$ cat src/rtl/core/assert_macros.svh
// assertion helpers used by voxel_hash_map_accumulate_core
`ifndef ASSERT_MACROS_SVH
`define ASSERT_MACROS_SVH

// same-cycle implication
`define ASSERT_IMP(lbl, clk, rst, ante, cons) \
   lbl: assert property (@(posedge clk) disable iff (rst) (ante) |-> (cons)) \
      else $error("assertion failed");

// next-cycle implication
`define ASSERT_NEXT(lbl, clk, rst, ante, cons) \
   lbl: assert property (@(posedge clk) disable iff (rst) (ante) |=> (cons)) \
      else $error("assertion failed");

`endif

$ cat src/rtl/core/vhma_ram.sv
`timescale 1ns / 1ps
// ----------------------------------------------------------------------------
// vhma_ram
// generic single-write, single-read ram with registered read data
// ----------------------------------------------------------------------------
module vhma_ram #(
   parameter int WIDTH = 8,
   parameter int DEPTH = 16
) (
   input  logic                     clock,
   input  logic                     wr_en,
   input  logic [$clog2(DEPTH)-1:0] wr_addr,
   input  logic [WIDTH-1:0]         wr_data,
   input  logic [$clog2(DEPTH)-1:0] rd_addr,
   output logic [WIDTH-1:0]         rd_data
);

   logic [WIDTH-1:0] mem [DEPTH];

   always_ff @(posedge clock) begin
      if (wr_en) begin
         mem[wr_addr] <= wr_data;
      end
      rd_data <= mem[rd_addr];
   end

endmodule

$ cat config.mk
export PLATFORM = sky130hd
export DESIGN_NAME = vhma_ram
export DESIGN_NICKNAME = d
export VERILOG_FILES = /design/src/rtl/core/assert_macros.svh /design/src/rtl/core/vhma_ram.sv
export SDC_FILE = /design/constraint.sdc
export NUM_CORES = 1
export LEC_CHECK = 0
export ABC_AREA = 1
export BUFFER_PORTS_ARGS = -buffer_cell sky130_fd_sc_hd__buf_2
export CAP_MARGIN = 20
export CORE_ASPECT_RATIO = 0.8
export CORE_MARGIN = 3
export CORE_UTILIZATION = 55
export CTS_CLUSTER_DIAMETER = 40
export DETAILED_ROUTE_END_ITERATION = 7
export PLACE_DENSITY_LB_ADDON = 0.3
export SLEW_MARGIN = 30
export SYNTH_ARGS = -nofsm -noshare
export SYNTH_HDL_FRONTEND = slang
export SYNTH_SLANG_ARGS = --single-unit
$ cat constraint.sdc
create_clock -name clock -period 2.1 [get_ports clock]
set_input_delay 0.105 -clock clock [delete_from_list [all_inputs] [get_ports clock]]
set_output_delay 0.105 -clock clock [all_outputs]
set_load 0.05 [all_outputs]
---- After elaboration in Yosys (flattened, before gate mapping) ----
Memories as Yosys holds them, arrays and structs flattened. A register that Yosys moved wholly into a read port is not among the register bits.
Index checks and enable logic that the tools add are counted.
operators by class
  muxes and demuxes ....................... 2
operators with widths
  cell    number
  $mux 1  2
storage, ports and cells
  input port bits ......................... 18
  register bits after elaboration ......... 0
  bits in writable memories ............... 128
  memories ................................ 1
  output and inout bits ................... 8
memories
  memory  words  width  rd ports  clocked after Yosys merged registers in  wr ports  line            RTL
  mem     16     8      1         1                                        1         vhma_ram.sv:18  logic [WIDTH-1:0] mem [DEPTH];

---- Logic depth before layout (Yosys ltp) ----
Gate-level depths: netlist of the first run.
  depth in word-level cells ............... 2
  depth in mapped cells ................... 8
  gate-level depth less buffers ........... 7

---- Least setup slack after synthesis of the first run ----
OpenSTA, ideal clock, no wires.
  kind .................................... in2reg
  start point ............................. input port wr_addr[2]
  end point ............................... memory mem[10][0], enable pin
  data required time ...................... 1730 ps
  stages .................................. 2
  setup time .............................. 370 ps
  arrival time ............................ 686 ps
  setup slack ............................. 1044 ps
  cells stage by stage .................... nand3b_1 > nor2_1
RTL lines
  element          line            RTL
  start, declared  vhma_ram.sv:12  input logic [$clog2(DEPTH)-1:0] wr_addr,
  end, declared    vhma_ram.sv:18
No word-level cell before the write port.

---- Worst setup path after layout of the first run ----
  start point ............................. input port wr_addr[3]
  end point ............................... memory mem[7][3], enable pin
No word-level cell before the write port.

==> results.ini, run 1 <==
[run_status]
status=finished clean

[timing]
period_needed_ns=1.11
finalClockSkew_ns=0.00598
hold_viol_final=0
drv_slew=0
setup-violations-final=0
finalSetupTns_ns=0
finalCritPeriodShare_pct=53.0
grt_setup_unrepaired=false
timing.hold.ws_ns=0.0417
slew_headroom_pct=45.5
tightest_slew_ns=0.815
max_freq_mhz=899

[placed_design]
placed_cell_area_um2=5950
routabilityCongestion=0.848
portBuffers=25
dp_hpwl_um=7730

[clock_tree]
numCtsBuffers=17
cts_sinks=136
ctsResizeCount=0
cts_tree=built
cts.clk_slew.worst_paths_ns=0.06
clock_latency_ns=0.42
cts-root-buf=clkbuf_16
hold_buffers=0
cts_max_path_buffers=2
htreeDepth=4
post_cts_buffers=0

[power]
combPwrFrac_pct=6.6
seq_power_share_pct=47.7
leakage_nw=2.83
vdd_ir_drop_max_v=0.000889
power.density_nw_per_um2=980
p_int_mw=5.00
p_switching_mw=1.40
p_clk_share_pct=45.7
swShare_pct=21.8

[setup_path]
critPathArrivalTime_ns=1.16
endpoint_kind=flop
start_kind=input port
crit_family=simple AND/OR/NAND/NOR gates
path_max_fanout=8
crit_type=in -> reg
path_cells=buf_2, nand3b_1, nor2_1
path_buf_inv=1
ff2ff_path_depth=6
crit_required_ns=2.15
cp_slowest_cell=nor2_1
slowest_delay_ns=0.68
worstSetupPathDepth=3

[synth]
synth_area_um2=5770
yosysTopAreaCell=edfxtp_1
yosys_warnings=0
seq_area_frac_synth_pct=69.4
synth_top_family_by_area=simple AND/OR/NAND/NOR gates
synthesis.nets=569
synth_mux_area_share_pct=0
synth_area_per_cell_um2=10.5
synthAdderAreaFrac_pct=0
synth_top_area_share_pct=66.7
ys_ff_latch=136
ys_types=12
synth_compound_area_share_pct=0
synth-xor-area-share_pct=0
ys_top_cells_by_area=edfxtp_1 (67%), nand2_1 (11%), nand3_1 (8.4%)
synthSimpleGateAreaFrac_pct=21.0
syn_inst=551

[floorplanning]
rows=32
initial_core_util_pct=58.1
io_pins=26
dieArea_um2=11800
die_w_um=120
core-area_um2=9930
die_y_um=97.6

[routing]
antenna_left=0
drc_errors=0
vias_per_cell=5.35
drt_wl_total_um=12600
wl_per_cell_um=17.4
drt_iter0_markers=513
vias=3878
drt_pass1_iterations=5

[layout]
final_layout_size_suffix_gt1_share_pct=9.85
diodes=0
n_fill_cell=765
ff_latch_area_um2=4000
fin_area_um2=6520
synthToLayoutAreaGrowth_pct=13.1
multi_input_area_um2=1210
nNetsFinal=594

[min_path]
hp-class=in -> reg
hold_path_depth=3

[grt]
met3_usage_pct=7.16
grt_start_max_net_pins=65
use_met1_pct=33.5
grt_busiest_layer=met1
track_usage_pct=23.2
grt_pass1_wl_um=20300
grt_pass1_vias=3742
gr-total-overflow=0
antenna_found_initial=0
grt_use_met2_pct=33.3

[job]
cap_violations=0

-- synthesized netlist by cell type --
library cell and number:
nand3_1 97, dfxtp_1 8, nor2_1 17, edfxtp_1 128, buf_2 13, buf_6 6, buf_1 1, nand2_1 173
buf_4 4, nand3b_1 2, inv_2 2, inv_1 100
-- flip-flops by register name (all words and copies together) (netlist names) --
signal,flops
mem,128
rd_data,8
-- kinds of logic after synthesis --
| logic type | Yosys count |
|---|---|
| buf+inv | 126 |
| simple gates | 289 |
| flops | 136 |
-- metal layers --
layer	share of wire, %	vias to the layer above	routed length [um]
li1	-	1829	-
met1	43	1797	5430
met2	45	224	5630
met3	11	28	1330
met4	2.0	0	250
met5	0	-	0
-- per-stage QoR --
step / utilization [%] / worst slack, ns / total power [mW] / std cells
floorplan: - / 1.04 / 3.38 / 551
global placement: 59.9 / 0.664 / 3.51 / 693
detailed placement: 59.9 / 0.545 / 3.52 / 693
CTS: 65.7 / 0.995 / 6.41 / 725
global route: 65.7 / 0.899 / 6.57 / 725
finish: 65.7 / 0.988 / 6.39 / 725
-- cell type report --
class | count | share of cell area (%)
clock buffers | 23 | 6.87
clock inverters | 9 | 1.96
inverters | 102 | 5.87
multi-input cells | 289 | 18.6
flip-flops and latches | 136 | 61.4
well taps | 136 | 2.61
repair buffers | 30 | 2.69
-- tightest hold or removal path, stage by stage --
cell	delay [ns]
buf_2	0.17
nand3_1	0.10
nand2_1	0.05
-- worst paths after layout --
path	startpoint	end	slack [ns]
min reg2reg	mem[14][3]	rd_data[3]	0.69
max reg2reg	mem[0][7]	rd_data[7]	1.03
max	wr_addr[3]	mem[7][3]	0.99
min	rd_addr[3]	rd_data[3]	0.04
-- power by group through the flow --
stage               clock (mW)  combinational [mW]  sequential, mW
floorplan                    0               0.214            3.17
global placement             0               0.410            3.10
detailed placement           0               0.416            3.11
CTS                       2.94               0.419            3.05
global route              3.05               0.460            3.06
finish                    2.92               0.421            3.05
-- placed cells by master (no fill, tap or decap) --
cell type	synthesis	routed
buf_2	13	25
clkinv_4	0	2
dfxtp_1	8	8
clkbuf_1	0	6
nand3_1	97	97
inv_2	2	2
bufinv_16	0	3
nand3b_1	2	2
clkinv_2	0	4
buf_4	4	4
clkbuf_16	0	17
inv_1	100	100
nand2_1	173	173
edfxtp_1	128	128
nor2_1	17	17
buf_12	0	1
No activity file was read; power rests on OpenSTA's default activity.
==> run 2, diff against run 1 <==
==> constraint.sdc (replaced) <==
create_clock -name clock -period 1.1 [get_ports clock]
set_input_delay 0.055 -clock clock [delete_from_list [all_inputs] [get_ports clock]]
set_output_delay 0.055 -clock clock [all_outputs]
set_load 0.05 [all_outputs]
==> run 2 against run 1 <==
  * Non-clock buffer count is 22 higher
  * Critical endpoint is now rd_data[6]
  * First-iteration DRC count is 3.9% lower
  * Routed wire length up 2.0%
  * Setup slack worse by 0.94 ns
  * Combinational power up 110%
  * Clock skew grew 0.0014 ns
  * Total power grew 89%
  * Flip-flop and latch count did not move
  * Via count grew 1.9%
  * Core utilization increased by 2.2 points
  * Final area grew 3.3%
==> results.ini, run 2 (synthesized netlist as in run 1, its figures left out) <==
[clock_tree]
cts_tree=built
numCtsBuffers=17
cts.clk_slew.worst_paths_ns=0.06
clock_latency_ns=0.42
cts-root-buf=clkbuf_16
cts_max_path_buffers=2
post_cts_buffers=0
htreeDepth=4
cts_sinks=136

[layout]
diodes=0
n_fill_cell=762
layout_commonest_cell=nand2_1
largest_reg_flops=128
top_regs=mem x128, rd_data x8
largest_register=mem
synthToLayoutAreaGrowth_pct=16.9
final_cell_mix=nand2_1 (173), edfxtp_1 (128), inv_1 (100)
nNetsFinal=616
ff_latch_area_um2=4000
multi_input_area_um2=1220
final_layout_size_suffix_gt1_share_pct=13.6

[floorplanning]
die_y_um=97.6
core-area_um2=9930
dieArea_um2=11800
io_pins=26
rows=32
initial_core_util_pct=58.1
die_w_um=120

[min_path]
worstHoldStart=wr_data[5]
hp-class=in -> reg

[routing]
vias_per_cell=5.29
drt_iter0_markers=493
vias=3951
antenna_left=0
wl_per_cell_um=17.3
drt_wl_total_um=12900
drt_pass1_iterations=5
drc_errors=0

[setup_path]
path_buf_inv=1
crit_type=reg -> out
path_cells=buf_4
r2r_start=mem[9][1]
crit_start=rd_data[6]
crit_family=flip-flops
slowest_delay_ns=0.36
path_max_fanout=1
endpoint_kind=primary output
critPathArrivalTime_ns=1.00
crit_required_ns=1.04
start_kind=flop
cp_slowest_cell=dfxtp_1

[grt]
grt_start_max_net_pins=65
antenna_found_initial=0
track_usage_pct=23.5
grt_pass1_wl_um=20200
gr-total-overflow=0
grt_pass1_vias=3632

[placed_design]
dp_hpwl_um=7950
routabilityCongestion=0.866
post-place-ws_ns=-0.0325
portBuffers=25

[power]
power.density_nw_per_um2=1790
vdd_ir_drop_max_v=0.00124
leakage_nw=2.94

[timing]
hold_viol_final=0
slew_headroom_pct=74.2
setup-violations-final=0
grt_setup_unrepaired=false
finalCritPeriodShare_pct=95.8
finalClockSkew_ns=0.00738
period_needed_ns=1.05
finalSetupTns_ns=0
finalWorstSetupSlack_ns=0.0466
max_freq_mhz=949
drv_slew=0
tightest_slew_ns=0.387

[run_status]
status=finished clean

[job]
cap_violations=0

-- run 2: where the power goes --
part           internal, mW  switching (mW)  total (mW)  leakage, nW
combinational         0.249           0.617       0.866         1.46
sequential             5.79          0.0381        5.83         1.22
clock                  3.29            2.07        5.36        0.263
-- run 2: metrics by stage --
stage	utilization (%)	instances	power, mW	instance area (um^2)	hold WS [ns]
after floorplan	-	551	6.46	5770	0.154
after global placement	62.0	714	6.77	6150	0.404
after detailed placement	62.0	714	6.78	6150	0.398
after CTS	67.8	747	12.1	6730	0.0356
after global routing	67.9	747	12.4	6740	0.0414
final	67.9	747	12.1	6740	0.0571
-- run 2: timing repair --
item,CTS,global route
endpoints found under the setup margin,3,1
gates resized for setup,3,1
hold endpoints to repair,3,0
hold buffers,1,0
-- run 2: path summary, 6_finish.rpt --
kind	endpoint	slack (ns)	cells past startpoint
hold / removal	mem[0][5]	0.06	1
hold reg to reg	rd_data[5]	0.70	6
setup / recovery	rd_data[6]	0.05	1
setup reg to reg	rd_data[1]	0.08	6
-- run 2: cell type report --
type,instances,area share [%]
clock inverter,14,1.99
clock buffer,18,6.37
multi-input combinational,289,18.1
tap,136,2.53
inverter,102,5.68
timing repair buffer,52,5.94
sequential,136,59.4
-- run 2: per-layer routing --
layer	vias up	part of all wire, %	track usage, %
met2	187	44	33.3
met5	-	0	0
li1	1867	-	-
met1	1879	44	34.9
met3	18	9.6	6.34
met4	0	1.7	8.62
==> run 3, diff against run 2 <==
--- a/config.mk
+++ b/config.mk
@@ -10,7 +10,7 @@
 export CAP_MARGIN = 20
 export CORE_ASPECT_RATIO = 0.8
 export CORE_MARGIN = 3
-export CORE_UTILIZATION = 55
+export CORE_UTILIZATION = 56
 export CTS_CLUSTER_DIAMETER = 40
 export DETAILED_ROUTE_END_ITERATION = 7
 export PLACE_DENSITY_LB_ADDON = 0.3
==> run 3 against run 2 <==
  * Total power is 3.5% lower
  * Sequential share of layout area is 0.32 points higher
  * Clock-buffer cell count is 6 higher
  * Global-route usage is 1.7 points lower
  * Non-clock buffer count is 1 higher
  * Die area is 1.7% lower
  * Sequential power hardly changed
  * Core utilization is 0.18 points higher
==> results.ini, run 3 (synthesized netlist as in run 1, its figures left out) <==
[setup_path]
ff2ff_path_depth=6
path_max_fanout=1
crit_type=reg -> out
r2r_start=mem[5][5]
cp_slowest_cell=dfxtp_1
crit_family=flip-flops
r2r_slack_ns=0.17
path_buf_inv=1
path_cells=buf_4
crit_start=rd_data[5]
crit_required_ns=1.04
endpoint_kind=primary output
worstSetupPathDepth=1
endpoint=rd_data[5]
slowest_delay_ns=0.38
critPathArrivalTime_ns=1.01
reg2reg_to=rd_data[5]
start_kind=flop

[layout]
ff_latch_area_um2=4000
top_regs=mem x128, rd_data x8
final_cell_mix=nand2_1 (173), edfxtp_1 (128), inv_1 (100)
largest_register=mem
final_layout_size_suffix_gt1_share_pct=12.5
synthToLayoutAreaGrowth_pct=16.2
fin_util_pct=68.1
n_fill_cell=756
multi_input_area_um2=1210
nNetsFinal=617
diodes=0
largest_reg_flops=128
layout_commonest_cell=nand2_1

[routing]
drt_pass1_iterations=5
vias=3859
drt_wl_total_um=11900
vias_per_cell=5.17
drt_iter0_markers=345
antenna_left=0
wl_per_cell_um=16.0
drc_errors=0

[clock_tree]
cts_tree=built
cts_max_path_buffers=2
cts-root-buf=clkbuf_16
clock_latency_ns=0.41
ctsResizeCount=3
hold_buffers=0
htreeDepth=4
post_cts_buffers=0
numCtsBuffers=17
cts_sinks=136
cts.clk_slew.worst_paths_ns=0.05

[power]
p_int_mw=9.11
power.density_nw_per_um2=1740
swShare_pct=21.7
combPwrFrac_pct=7.2
p_switching_mw=2.53
seq_power_share_pct=50.2
finalPower_mw=11.6
p_clk_share_pct=42.5
vdd_ir_drop_max_v=0.00101
leakage_nw=2.94

[floorplanning]
core-area_um2=9850
io_pins=26
rows=32
die_y_um=96.8
die_w_um=119
dieArea_um2=11600
initial_core_util_pct=58.5

[min_path]
hp-class=in -> reg

[timing]
finalClockSkew_ns=0.00699
finalCritPeriodShare_pct=96.8
period_needed_ns=1.06
grt_setup_unrepaired=false
setup-violations-final=0
hold_viol_final=0
tightest_slew_ns=0.354
max_freq_mhz=939
finalSetupTns_ns=0
timing.hold.ws_ns=0.0346
slew_headroom_pct=76.4
drv_slew=0

[grt]
grt_start_max_net_pins=65
antenna_found_initial=0
grt_pass1_vias=3665
grt_pass1_wl_um=19100
track_usage_pct=21.8
gr-total-overflow=0

[run_status]
status=finished clean

[placed_design]
portBuffers=25
dp_hpwl_um=7550
routabilityCongestion=0.771

[job]
cap_violations=0

-- run 3: worst min path at each step --
stage / from / to / slack (ns) / depth (start not counted)
after floorplan: wr_data[0] / mem[0][0] / 0.15 / 0
after global placement: rd_addr[2] / rd_data[2] / 0.45 / 4
after detailed placement: wr_data[1] / mem[8][1] / 0.47 / 1
after CTS: wr_data[1] / mem[5][1] / 0.03 / 1
after global routing: wr_data[2] / mem[12][2] / 0.05 / 1
final: wr_data[1] / mem[8][1] / 0.03 / 1
-- run 3: power groups by stage --
stage | Clock [mW] | Sequential [mW] | Combinational (mW)
after floorplan | 0 | 6.05 | 0.409
after global placement | 0 | 5.94 | 0.808
after detailed placement | 0 | 5.94 | 0.824
after CTS | 5.00 | 5.84 | 0.837
after global routing | 5.25 | 5.85 | 0.929
final | 4.95 | 5.84 | 0.843
-- run 3: layer usage --
layer	vias to the layer above	part of all wire (%)	track usage (%)	wire (um)
li1	1868	-	-	-
met2	155	45	31.9	5360
met5	-	0	0	0
met1	1818	46	31.5	5530
met3	18	7.1	6.08	846
met4	0	1.5	8.19	178
-- run 3: area by class of cell --
| cell class | instances | share of cell area (%) |
|---|---|---|
| Clock buffer | 24 | 6.74 |
| Clock inverter | 6 | 0.784 |
| Sequential cell | 136 | 59.7 |
| Timing Repair Buffer | 53 | 6.38 |
| Inverter | 102 | 5.71 |
| Multi-Input combinational cell | 289 | 18.1 |
| Tap cell | 136 | 2.54 |
-- run 3: per-stage QoR --
step | std cells | worst slack [ns] | instance area [um^2]
floorplan | 551 | 0.0942 | 5770
global placement | 716 | 0.0548 | 6180
detailed placement | 716 | 0.0339 | 6180
CTS | 746 | 0.00924 | 6690
global route | 746 | 0.00447 | 6700
finish | 746 | 0.0352 | 6700
